## src/rtl/kclc_pkg.sv

```systemverilog
`default_nettype none

package kclc_pkg;

	localparam int CODE_DIGITS = 4;
	localparam int CODE_W      = 4 * CODE_DIGITS;
	localparam int CNT_W       = $clog2(CODE_DIGITS + 1);

	// action codes
	localparam logic [1:0] ACT_KEY    = 2'd0;
	localparam logic [1:0] ACT_BUTTON = 2'd1;
	localparam logic [1:0] ACT_TICK   = 2'd2;

	// key codes
	localparam logic [3:0] KEY_DIGIT_MAX = 4'd9;
	localparam logic [3:0] KEY_ONE       = 4'd1;
	localparam logic [3:0] KEY_A         = 4'd10;
	localparam logic [3:0] KEY_B         = 4'd11;
	localparam logic [3:0] KEY_STAR      = 4'd14;
	localparam logic [3:0] KEY_HASH      = 4'd15;

	// lock modes
	localparam logic [1:0] MODE_LOCKED = 2'd0;
	localparam logic [1:0] MODE_OPEN   = 2'd1;
	localparam logic [1:0] MODE_CHANGE = 2'd2;
	localparam logic [1:0] MODE_FROZEN = 2'd3;

	// event codes
	localparam logic [3:0] EV_NONE         = 4'd0;
	localparam logic [3:0] EV_UNLOCKED     = 4'd1;
	localparam logic [3:0] EV_WRONG        = 4'd2;
	localparam logic [3:0] EV_FREEZE_START = 4'd3;
	localparam logic [3:0] EV_FREEZE_END   = 4'd4;
	localparam logic [3:0] EV_CHANGED      = 4'd5;
	localparam logic [3:0] EV_TOO_SHORT    = 4'd6;
	localparam logic [3:0] EV_AUTOLOCK     = 4'd7;
	localparam logic [3:0] EV_LOCKED       = 4'd8;

	// register indexes
	localparam logic [1:0] REG_AUTO_LOCK = 2'd0;
	localparam logic [1:0] REG_FREEZE    = 2'd1;
	localparam logic [1:0] REG_MAX_WRONG = 2'd2;

	localparam logic [6:0] AUTO_LOCK_RST = 7'd3;
	localparam logic [6:0] FREEZE_RST    = 7'd10;
	localparam logic [2:0] MAX_WRONG_RST = 3'd3;
	localparam logic [6:0] TICK_SAT      = 7'd127;
	localparam logic [2:0] MISS_SAT      = 3'd7;

	typedef struct packed {
		logic [1:0] action;
		logic [3:0] key_code;
	} req_t;

	typedef struct packed {
		logic [1:0] lock_mode;
		logic       bolt_open;
		logic [3:0] event_code;
		logic [2:0] digits_entered;
		logic [2:0] tries_wrong;
		logic       show_digits;
	} res_t;

	function automatic logic [CODE_W-1:0] reset_code();
		logic [CODE_W-1:0] c;
		c = '0;
		for (int i = 0; i < CODE_DIGITS; i++) begin
			c = CODE_W'({c, 4'((i + 1) % 10)});
		end
		return c;
	endfunction

	localparam logic [CODE_W-1:0] CODE_RST = reset_code();

endpackage

`default_nettype wire

```

## src/rtl/keypad_code_lock_controller_unit.sv

```systemverilog
`default_nettype none

// Keypad code lock: takes key presses, a mode button and timer ticks, and
// returns one status result per request showing the lock state after it.
// A request is taken into an input register, and the whole state update
// runs from it into the result register when that register is free or its
// output is not stalled, so a new request can be taken every cycle unless
// the input is stalled. The result register stalls the input only when
// both are full and the output is stalled. Configuration writes are
// always ready and must be made while idle.
module keypad_code_lock_controller_unit (
	input  wire              clk,
	input  wire              arst_n,
	input  wire              req_valid,
	output logic             req_stall,
	input  kclc_pkg::req_t   req_data,
	output logic             res_valid,
	input  wire              res_stall,
	output kclc_pkg::res_t   res_data,
	input  wire              cfg_valid,
	output logic             cfg_ready,
	input  wire [1:0]        cfg_index,
	input  wire [6:0]        cfg_data
);
	import kclc_pkg::*;

	req_t              req_s1;
	logic              req_vld_s1;
	res_t              res_s2;
	logic              res_vld_s2;

	logic [6:0]        auto_lock_q;
	logic [6:0]        freeze_ticks_q;
	logic [2:0]        max_wrong_q;

	logic [1:0]        mode_q, mode_d;
	logic [CODE_W-1:0] stored_q, stored_d;
	logic [CODE_W-1:0] entry_q, entry_d;
	logic [CNT_W-1:0]  count_q, count_d;
	logic [2:0]        miss_q, miss_d;
	logic [6:0]        freeze_q, freeze_d;
	logic [6:0]        relock_q, relock_d;
	logic              armed_q, armed_d;
	logic              visible_q, visible_d;
	logic [3:0]        ev_d;

	logic              advance;
	logic              take_req;
	logic              full_entry;

	assign advance   = req_vld_s1 && (!res_vld_s2 || !res_stall);
	assign req_stall = req_vld_s1 && !advance;
	assign take_req  = req_valid && !req_stall;
	assign cfg_ready = 1'b1;
	assign res_valid = res_vld_s2;
	assign res_data  = res_s2;
	assign full_entry = (count_q == CNT_W'(CODE_DIGITS));

	always_comb begin
		mode_d    = mode_q;
		stored_d  = stored_q;
		entry_d   = entry_q;
		count_d   = count_q;
		miss_d    = miss_q;
		freeze_d  = freeze_q;
		relock_d  = relock_q;
		armed_d   = armed_q;
		visible_d = visible_q;
		ev_d      = EV_NONE;
		case (req_s1.action)
			ACT_KEY: begin
				case (mode_q)
					MODE_LOCKED, MODE_CHANGE: begin
						if (req_s1.key_code <= KEY_DIGIT_MAX) begin
							if (!full_entry) begin
								entry_d = CODE_W'({entry_q, req_s1.key_code});
								count_d = count_q + CNT_W'(1);
							end
						end else if (req_s1.key_code == KEY_A) begin
							entry_d = '0;
							count_d = '0;
						end else if (req_s1.key_code == KEY_B) begin
							visible_d = !visible_q;
						end else if (req_s1.key_code == KEY_STAR) begin
							if (mode_q == MODE_CHANGE) begin
								entry_d = '0;
								count_d = '0;
								mode_d  = MODE_OPEN;
							end
						end else if (req_s1.key_code == KEY_HASH) begin
							entry_d = '0;
							count_d = '0;
							if (mode_q == MODE_LOCKED) begin
								if (full_entry && entry_q == stored_q) begin
									mode_d   = MODE_OPEN;
									relock_d = '0;
									armed_d  = 1'b1;
									ev_d     = EV_UNLOCKED;
								end else begin
									miss_d = (miss_q < MISS_SAT) ? miss_q + 3'd1 : miss_q;
									if (miss_d >= max_wrong_q) begin
										mode_d   = MODE_FROZEN;
										freeze_d = '0;
										ev_d     = EV_FREEZE_START;
									end else begin
										ev_d = EV_WRONG;
									end
								end
							end else if (!full_entry) begin
								ev_d = EV_TOO_SHORT;
							end else begin
								stored_d = entry_q;
								mode_d   = MODE_OPEN;
								armed_d  = 1'b1;
								relock_d = '0;
								ev_d     = EV_CHANGED;
							end
						end
					end
					MODE_OPEN: begin
						if (req_s1.key_code == KEY_STAR) begin
							mode_d   = MODE_LOCKED;
							entry_d  = '0;
							count_d  = '0;
							miss_d   = '0;
							relock_d = '0;
							armed_d  = 1'b0;
							ev_d     = EV_LOCKED;
						end else if (req_s1.key_code == KEY_ONE) begin
							mode_d  = MODE_CHANGE;
							entry_d = '0;
							count_d = '0;
							armed_d = 1'b0;
						end
					end
					default: begin
					end
				endcase
			end
			ACT_BUTTON: begin
				if (mode_q == MODE_LOCKED) begin
					mode_d   = MODE_OPEN;
					entry_d  = '0;
					count_d  = '0;
					relock_d = '0;
					armed_d  = 1'b1;
					ev_d     = EV_UNLOCKED;
				end else if (mode_q == MODE_OPEN || mode_q == MODE_CHANGE) begin
					mode_d   = MODE_LOCKED;
					entry_d  = '0;
					count_d  = '0;
					miss_d   = '0;
					relock_d = '0;
					armed_d  = 1'b0;
					ev_d     = EV_LOCKED;
				end
			end
			ACT_TICK: begin
				if (mode_q == MODE_FROZEN) begin
					freeze_d = (freeze_q < TICK_SAT) ? freeze_q + 7'd1 : freeze_q;
					if (freeze_d >= freeze_ticks_q) begin
						mode_d   = MODE_LOCKED;
						entry_d  = '0;
						count_d  = '0;
						miss_d   = '0;
						freeze_d = '0;
						ev_d     = EV_FREEZE_END;
					end
				end else if (mode_q == MODE_OPEN && armed_q) begin
					relock_d = (relock_q < TICK_SAT) ? relock_q + 7'd1 : relock_q;
					if (relock_d >= auto_lock_q) begin
						mode_d   = MODE_LOCKED;
						entry_d  = '0;
						count_d  = '0;
						miss_d   = '0;
						relock_d = '0;
						armed_d  = 1'b0;
						ev_d     = EV_AUTOLOCK;
					end
				end
			end
			default: begin
			end
		endcase
	end

	always_ff @(posedge clk or negedge arst_n) begin
		if (!arst_n) begin
			req_vld_s1     <= 1'b0;
			res_vld_s2     <= 1'b0;
			auto_lock_q    <= AUTO_LOCK_RST;
			freeze_ticks_q <= FREEZE_RST;
			max_wrong_q    <= MAX_WRONG_RST;
			mode_q         <= MODE_LOCKED;
			stored_q       <= CODE_RST;
			entry_q        <= '0;
			count_q        <= '0;
			miss_q         <= '0;
			freeze_q       <= '0;
			relock_q       <= '0;
			armed_q        <= 1'b0;
			visible_q      <= 1'b0;
		end else begin
			if (!req_stall) begin
				req_vld_s1 <= req_valid;
			end
			if (advance) begin
				res_vld_s2 <= 1'b1;
			end else if (!res_stall) begin
				res_vld_s2 <= 1'b0;
			end
			if (cfg_valid && cfg_ready) begin
				case (cfg_index)
					REG_AUTO_LOCK: auto_lock_q    <= cfg_data;
					REG_FREEZE:    freeze_ticks_q <= cfg_data;
					REG_MAX_WRONG: max_wrong_q    <= cfg_data[2:0];
					default: begin
					end
				endcase
			end
			if (advance) begin
				mode_q    <= mode_d;
				stored_q  <= stored_d;
				entry_q   <= entry_d;
				count_q   <= count_d;
				miss_q    <= miss_d;
				freeze_q  <= freeze_d;
				relock_q  <= relock_d;
				armed_q   <= armed_d;
				visible_q <= visible_d;
			end
		end
	end

	always_ff @(posedge clk) begin
		if (take_req) begin
			req_s1 <= req_data;
		end
		if (advance) begin
			res_s2.lock_mode      <= mode_d;
			res_s2.bolt_open      <= (mode_d == MODE_OPEN) || (mode_d == MODE_CHANGE);
			res_s2.event_code     <= ev_d;
			res_s2.digits_entered <= 3'(count_d);
			res_s2.tries_wrong    <= miss_d;
			res_s2.show_digits    <= visible_d;
		end
	end

endmodule

`default_nettype wire

```

## config.mk

```make
export PLATFORM = sky130hd
export DESIGN_NAME = keypad_code_lock_controller_unit
export DESIGN_NICKNAME = d
export VERILOG_FILES = /design/src/rtl/kclc_pkg.sv /design/src/rtl/keypad_code_lock_controller_unit.sv
export SDC_FILE = /design/constraint.sdc
export NUM_CORES = 1
export LEC_CHECK = 0
export BUFFER_PORTS_ARGS = -buffer_cell sky130_fd_sc_hd__buf_4
export CORE_MARGIN = 1
export CORE_UTILIZATION = 30
export CTS_BUF_LIST = sky130_fd_sc_hd__clkbuf_4 sky130_fd_sc_hd__clkbuf_8
export DETAILED_ROUTE_END_ITERATION = 6
export PLACE_DENSITY_LB_ADDON = 0.3
export SLEW_MARGIN = 20
export SYNTH_ARGS = -nofsm -noshare
export SYNTH_HDL_FRONTEND = slang
export SYNTH_SLANG_ARGS = --single-unit
```

## constraint.sdc

```tcl
create_clock -name clk -period 4.1 [get_ports clk]
set_input_delay 0.205 -clock clk [delete_from_list [all_inputs] [get_ports clk]]
set_output_delay 0.205 -clock clk [all_outputs]
set_load 0.005 [all_outputs]
```

# [After elaboration in Yosys (flattened, before gate mapping)]
# Cells that the tools add are included.
[word_totals] out_inout_bits=17 reg_bits=95 word_cells=256 input_bits=20
[classes] mux=143 add_sub_neg=4 reduce_logical=27 magnitude_cmp=7 n_eq_ne=48 bitwise=5
[op_table] op="two-way mux 16 bit" n=15
[op_table] op="two-way mux 7 bit" n=27
[op_table] op="two-way mux 3 bit" n=33
[op_table] op="case mux 16 bit (3 select lines)" n=1
[op_table] op="two-way mux 2 bit" n=20
[op_table] op="two-way mux 4 bit" n=10
[op_table] op="case mux 16 bit (2 select lines)" n=1
[op_table] op="inequality test 3 bit (second input constant)" n=10
[op_table] op="case mux 7 bit (2 select lines)" n=2
[op_table] op="inequality test 2 bit (second input constant)" n=12
[op_table] op="AND reduction 12 bit" n=2
[op_table] op="two-way mux 1 bit" n=23
[op_table] op="case mux 7 bit (3 select lines)" n=1
[op_table] op="case mux 3 bit (3 select lines)" n=2
[op_table] op="== test 16 bit" n=1
[op_table] op="== test 4 bit (second input constant)" n=4
[op_table] op="inequality test 4 bit (second input constant)" n=4
[op_table] op="AND reduction 15 bit" n=1
[op_table] op="adder 7 x 1 -> 7 bit (second input constant)" n=2
[op_table] op=">= comparator 7 bit" n=2
[op_table] op="less-than comparator 7 bit (second input constant)" n=2
[op_table] op="AND reduction 14 bit" n=1
[op_table] op="inequality test 6 bit (second input constant)" n=2
[op_table] op="case mux 3 bit (2 select lines)" n=2
[op_table] op="other kinds (27)" n=54

# [Longest topological paths before layout]
[logic_depth] word_depth=15 ltp_mapped=15 ltp_nobuf=15

# [Worst setup path after synthesis]
# No wires, ideal clock.
[synth_path] kind="register to register" start="register relock_q[2]" end="register res_s2, in the netlist res_data[11] (data pin)" n_path_buf=0 setup_ns=0.260 path_slack_ns=1.135 stages_incl_launch_ff=15 required_ns=3.840 t_arrival_ns=2.705 synth_period_minus_slack_ns=2.965 path_cell_list="dfrtp_1 and3_1 and3_1 nand3_1 nand2_1 xnor2_1 ha_1 a21o_1 a211oi_1 o21a_1 o21ai_1 o21ai_0 nand2b_1 a2bb2oi_1 o2bb2ai_1"
[synth_via] elab_chain_cells=9 word_cells_on_any_way=11 classes_between="add/sub: 1; order compare: 2; eq/ne: 2; mux: 5; reduce/logical: 1"
[synth_rtl] element="from (decl)" line="keypad_code_lock_controller_unit.sv:42" rtl="logic [6:0] relock_q, relock_d;"
[synth_rtl] element="from (signal assigned)" line="keypad_code_lock_controller_unit.sv:228" rtl="relock_q <= relock_d;"
[synth_rtl] element="adder 7 x 1 -> 7 bit / less-than comparator 7 bit (equally long branches)" line="keypad_code_lock_controller_unit.sv:170" rtl="relock_d = (relock_q < TICK_SAT) ? relock_q + 7'd1 : relock_q;"
[synth_rtl] element="two-way mux 7 bit *" line="keypad_code_lock_controller_unit.sv:170"
[synth_rtl] element=">= comparator 7 bit *" line="keypad_code_lock_controller_unit.sv:171" rtl="if (relock_d >= auto_lock_q) begin"
[synth_rtl] element="two-way mux 2 bit *" line="keypad_code_lock_controller_unit.sv:171"
[synth_rtl] element="two-way mux 2 bit *" line="keypad_code_lock_controller_unit.sv:169" rtl="end else if (mode_q == MODE_OPEN && armed_q) begin"
[synth_rtl] element="two-way mux 2 bit *" line="keypad_code_lock_controller_unit.sv:159" rtl="if (mode_q == MODE_FROZEN) begin"
[synth_rtl] element="case mux 2 bit (3 select lines) *" line="keypad_code_lock_controller_unit.sv:70" rtl="case (req_s1.action)"
[synth_rtl] element="== test 2 x 1 -> 1 bit / == test 2 bit (equally long branches)" line="keypad_code_lock_controller_unit.sv:241" rtl="res_s2.bolt_open <= (mode_d == MODE_OPEN) || (mode_d == MODE_CHANGE);"
[synth_rtl] element="logical OR 1 bit *" line="keypad_code_lock_controller_unit.sv:241"
[synth_rtl] element="to (decl)" line="keypad_code_lock_controller_unit.sv:29" rtl="res_t res_s2;"
# Every way passes the cells marked *; elsewhere a longest branch is shown, timed or not.
# A chain may end at the register's enable or synchronous reset.

# [Final worst setup path]
# Ends and elaborated chain as after synthesis.

==> out/metrics.csv <==
stage,metric,value,unit
sta,Max Freq,296.6,MHz
synth,Post-synth EDFFs,20,
final_layout,NumNets Final,662,
detailed_routing,Post-route DRC,0,
synth,post-synthesis adder-cell area fraction,0.07068,
synth,"FFs w/ async S/R, synth",0.7895,
clock_network,"Clk Latency, worst-skew pair",0.39,ns
placed_design,Post-Place Cells,821,
synth,register bit total from synthesis,95,
clock_network,CTS H-tree depth,3,
synth,largest family of logic cells by synthesized area,simple AND/OR/NAND/NOR gates,
sta,Final Hold Fails,0,
worst_setup_path,crit path launch type,flip-flop,
synth,post-synthesis mux area share,0.06498,
final_layout,Layout area overhead,14.39,%
sta,unrepaired setup endpoints after global routing,false,
global_routing,number of global-route vias before repair,4078,
clock_network,Clock Path Buffers,2,
worst_setup_path,WP data required,4.25,ns
die,io pins,37,
die,Die Y-Extent,137.3,um
sta,Worst-Margin Slew,0.9680,ns
sta,final setup fails,0,
synth,Synth area leader,dfrtp_1,
synth,Synth Area in XOR/XNOR,0.03511,
detailed_routing,vias per cell,4.929,
synth,area of the mapped netlist,5488,um2
power,leakage,2.810,nW
sta,setup_tns,0,ns
detailed_routing,1st-iter DRT viols,261,
final_layout,number of diodes,0,
clock_network,Post CTS Setup Buffer Count,0,
synth,Synth Area in Compound Gates,0.1605,
synth,synthesized instance count,570,
die,CORE AREA,17960,um2
synth,Mean Syn Cell Area,9.628,um2
synth,"Top FF cell, synth",dfrtp_1,
synth,synthesized net count,621,
detailed_routing,Vias,4165,
placed_design,Port Buf Inserts,35,
synth,synth cell count leaders,"nand2_1 (86), dfrtp_1 (64), inv_1 (37), ha_1 (31), o21ai_1 (30)",
clock_network,"Reg clk slew, reported paths",0.11,ns
final_layout,Layout fillers,1816,
placed_design,routability cong.,0.8632,
outcome,status,completed,
sta,Hold Slack,0.04741,ns
worst_setup_path,peak fanout along the critical path,5,
die,starting density of the core,0.3055,
placed_design,hpwl dp,8852,um
synth,cell with the most instances after synthesis,nand2_1,
sta,period utilization,0.8223,
sta,Clock Skews,0.01917,ns
die,die area,18840,um2
global_routing,initial antenna violation count,0,
clock_network,clock root cell,clkbuf_8,
sta,Slew headroom,0.3547,
global_routing,global-route wire length before repair,20180,um
sta,Max Slew Vio Count,0,
final_layout,ratio of cells with drive above 1 in the final layout,0.1834,
final_layout,fin cells,845,
sta,crit path time final,3.371,ns
clock_network,Post-CTS Resized,0,
die,chip width,137.3,um
clock_network,Num CTS Buffers,9,
detailed_routing,post-route antenna net violation count,0,
detailed_routing,first-pass iteration count of the detailed router,4,
detailed_routing,drt wl/cell,14.18,um
power,PwrDens,411.5,nW/um2
clock_network,# clock sinks,95,
worst_setup_path,critical path arrival,3.52,ns
die,Rows,49,
worst_setup_path,critical path class,reg2reg,
synth,post-synthesis cell type count,68,
synth,top-area cell type share of the netlist area,0.2918,
synth,simple-gate portion of the synthesized area,0.1717,
global_routing,GRT Util Overall,0.1382,
detailed_routing,Total Routed Length,11990,um
synth,Synth warnings,0,
global_routing,pin count of the biggest net entering global routing,76,
global_routing,grt ovf,0,
power,VDD IR-drop max,0.0001498,V
job,Max-cap violations,0,
clock_network,CTS tree,built,
final_layout,sequential cell area,2491,um2
final_layout,multi-input logic area,2764,um2
synth,main area contributors after synthesis,"dfrtp_1 (29%), edfxtp_1 (11%), ha_1 (7.1%), nand2_1 (5.9%), mux2_2 (5.5%)",
worst_setup_path,CP endpoint kind,flip-flop,
hold_path,worst min-delay path class,in2reg,
synth,"Seq/Total Area, Yosys",0.4539,
==> power by group <==
| part | internal [mW] | total (mW) | switching [mW] |
|---|---|---|---|
| registers | 1.09 | 1.18 | 0.0916 |
| logic | 0.293 | 0.724 | 0.431 |
| clock network | 0.308 | 0.679 | 0.371 |
| total | 1.69 | 2.58 | 0.894 |
==> state kept, by name (all words and copies together) (netlist names), 2 cells and up <==
name            cells
auto_lock_q         7
count_q             3
entry_q            16
freeze_q            7
freeze_ticks_q      7
max_wrong_q         3
miss_q              3
mode_q              2
relock_q            7
req_s1              6
res_data           14
stored_q           16
==> per-layer routing <==
metal  vias to the layer above  part of all wire  global-route usage
li1                       2082                 -                   -
met1                      1996              0.47              0.1761
met2                        68              0.47              0.2245
met3                        19             0.038             0.03495
met4                         0             0.021             0.05250
met5                         -                 0                   0
==> cell type report <==
cell class                      instances  area share
Sequential cell                        95      0.3969
Clock buffer                           10     0.02193
Multi-Input combinational cell        418      0.4403
Tap cell                              229     0.04564
Timing Repair Buffer                   48     0.06059
Clock inverter                          6     0.01136
Inverter                               39     0.02332
==> through the flow <==
| stage | worst slack [ns] | total power [mW] | util | instance area, um2 |
|---|---|---|---|---|
| global route | 0.4097 | 2.759 | 0.3494 | 6277 |
| detailed placement | 0.7799 | 1.916 | 0.3334 | 5988 |
| finish | 0.7287 | 2.583 | 0.3494 | 6277 |
| global placement | 0.8526 | 1.907 | 0.3334 | 5988 |
| floorplan | 1.135 | 1.686 | - | 5488 |
| CTS | 0.7705 | 2.611 | 0.3494 | 6277 |
==> cells by family after synthesis <==
logic type,after synthesis
other,1
and+or+nand+nor,194
DFF,95
adders and majority gates,31
AOI/OAI and AO/OA,138
muxes,32
xor gates and xnor gates,22
buffers and inverters,57
==> worst max-delay path, stage by stage (launching register included) <==
cell       delay [ns]
dfrtp_1          0.44
and3_1           0.23
and3_1           0.22
nand3_1          0.15
nand2_1          0.11
xnor2_1          0.14
ha_1             0.29
a21o_1           0.19
a211oi_1         0.24
o21a_1           0.18
o21ai_1          0.11
o21ai_0          0.38
nand2b_1         0.20
a2bb2oi_1        0.18
o2bb2ai_1        0.09
==> layout by cell type (no fill, tap or decap), types with 6 or more instances in the layout <==
master / synthesis / final
dfrtp_1: 64 / 64
xnor2_1: 6 / 6
xor2_1: 16 / 16
a21oi_1: 24 / 24
nand3_1: 19 / 19
clkbuf_8: 0 / 10
nand2_1: 86 / 86
nand2b_1: 17 / 17
o21ai_0: 26 / 26
dfstp_2: 11 / 11
edfxtp_1: 20 / 20
ha_1: 31 / 31
o21ai_1: 30 / 30
nor2_1: 27 / 27
a31oi_1: 9 / 9
inv_1: 37 / 37
buf_4: 1 / 40
mux2_2: 27 / 27
dlygate4sd3_1: 0 / 8
a21o_1: 6 / 6
==> repair_timing <==
| item | 4_1_cts | 5_1_grt |
|---|---|---|
| hold buffers | 8 | 0 |
| endpoints found under the setup margin | 0 | 0 |
| endpoints found under the hold margin | 44 | 0 |
==> worst paths after layout <==
| check | depth (start not counted) | from | slack, ns | end |
|---|---|---|---|---|
| worst max-delay path | 14 | relock_q[2]$_DFFE_PN0P_ | 0.73 | res_data[11]$_DFFE_PP_ |
| worst min-delay path | 3 | cfg_data[6] | 0.05 | auto_lock_q[6]$_DFFE_PN0P_ |
| worst max register to register | 14 | relock_q[2]$_DFFE_PN0P_ | 0.73 | res_data[11]$_DFFE_PP_ |
| worst min register to register | 1 | visible_q$_DFFE_PN0P_ | 0.50 | visible_q$_DFFE_PN0P_ |
| max in group asynchronous | 2 | arst_n | 2.96 | auto_lock_q[3]$_DFFE_PN0P_ |
| min in group asynchronous | 2 | arst_n | 0.49 | entry_q[7]$_DFFE_PN0P_ |
No activity file was read; power rests on OpenSTA's default activity.
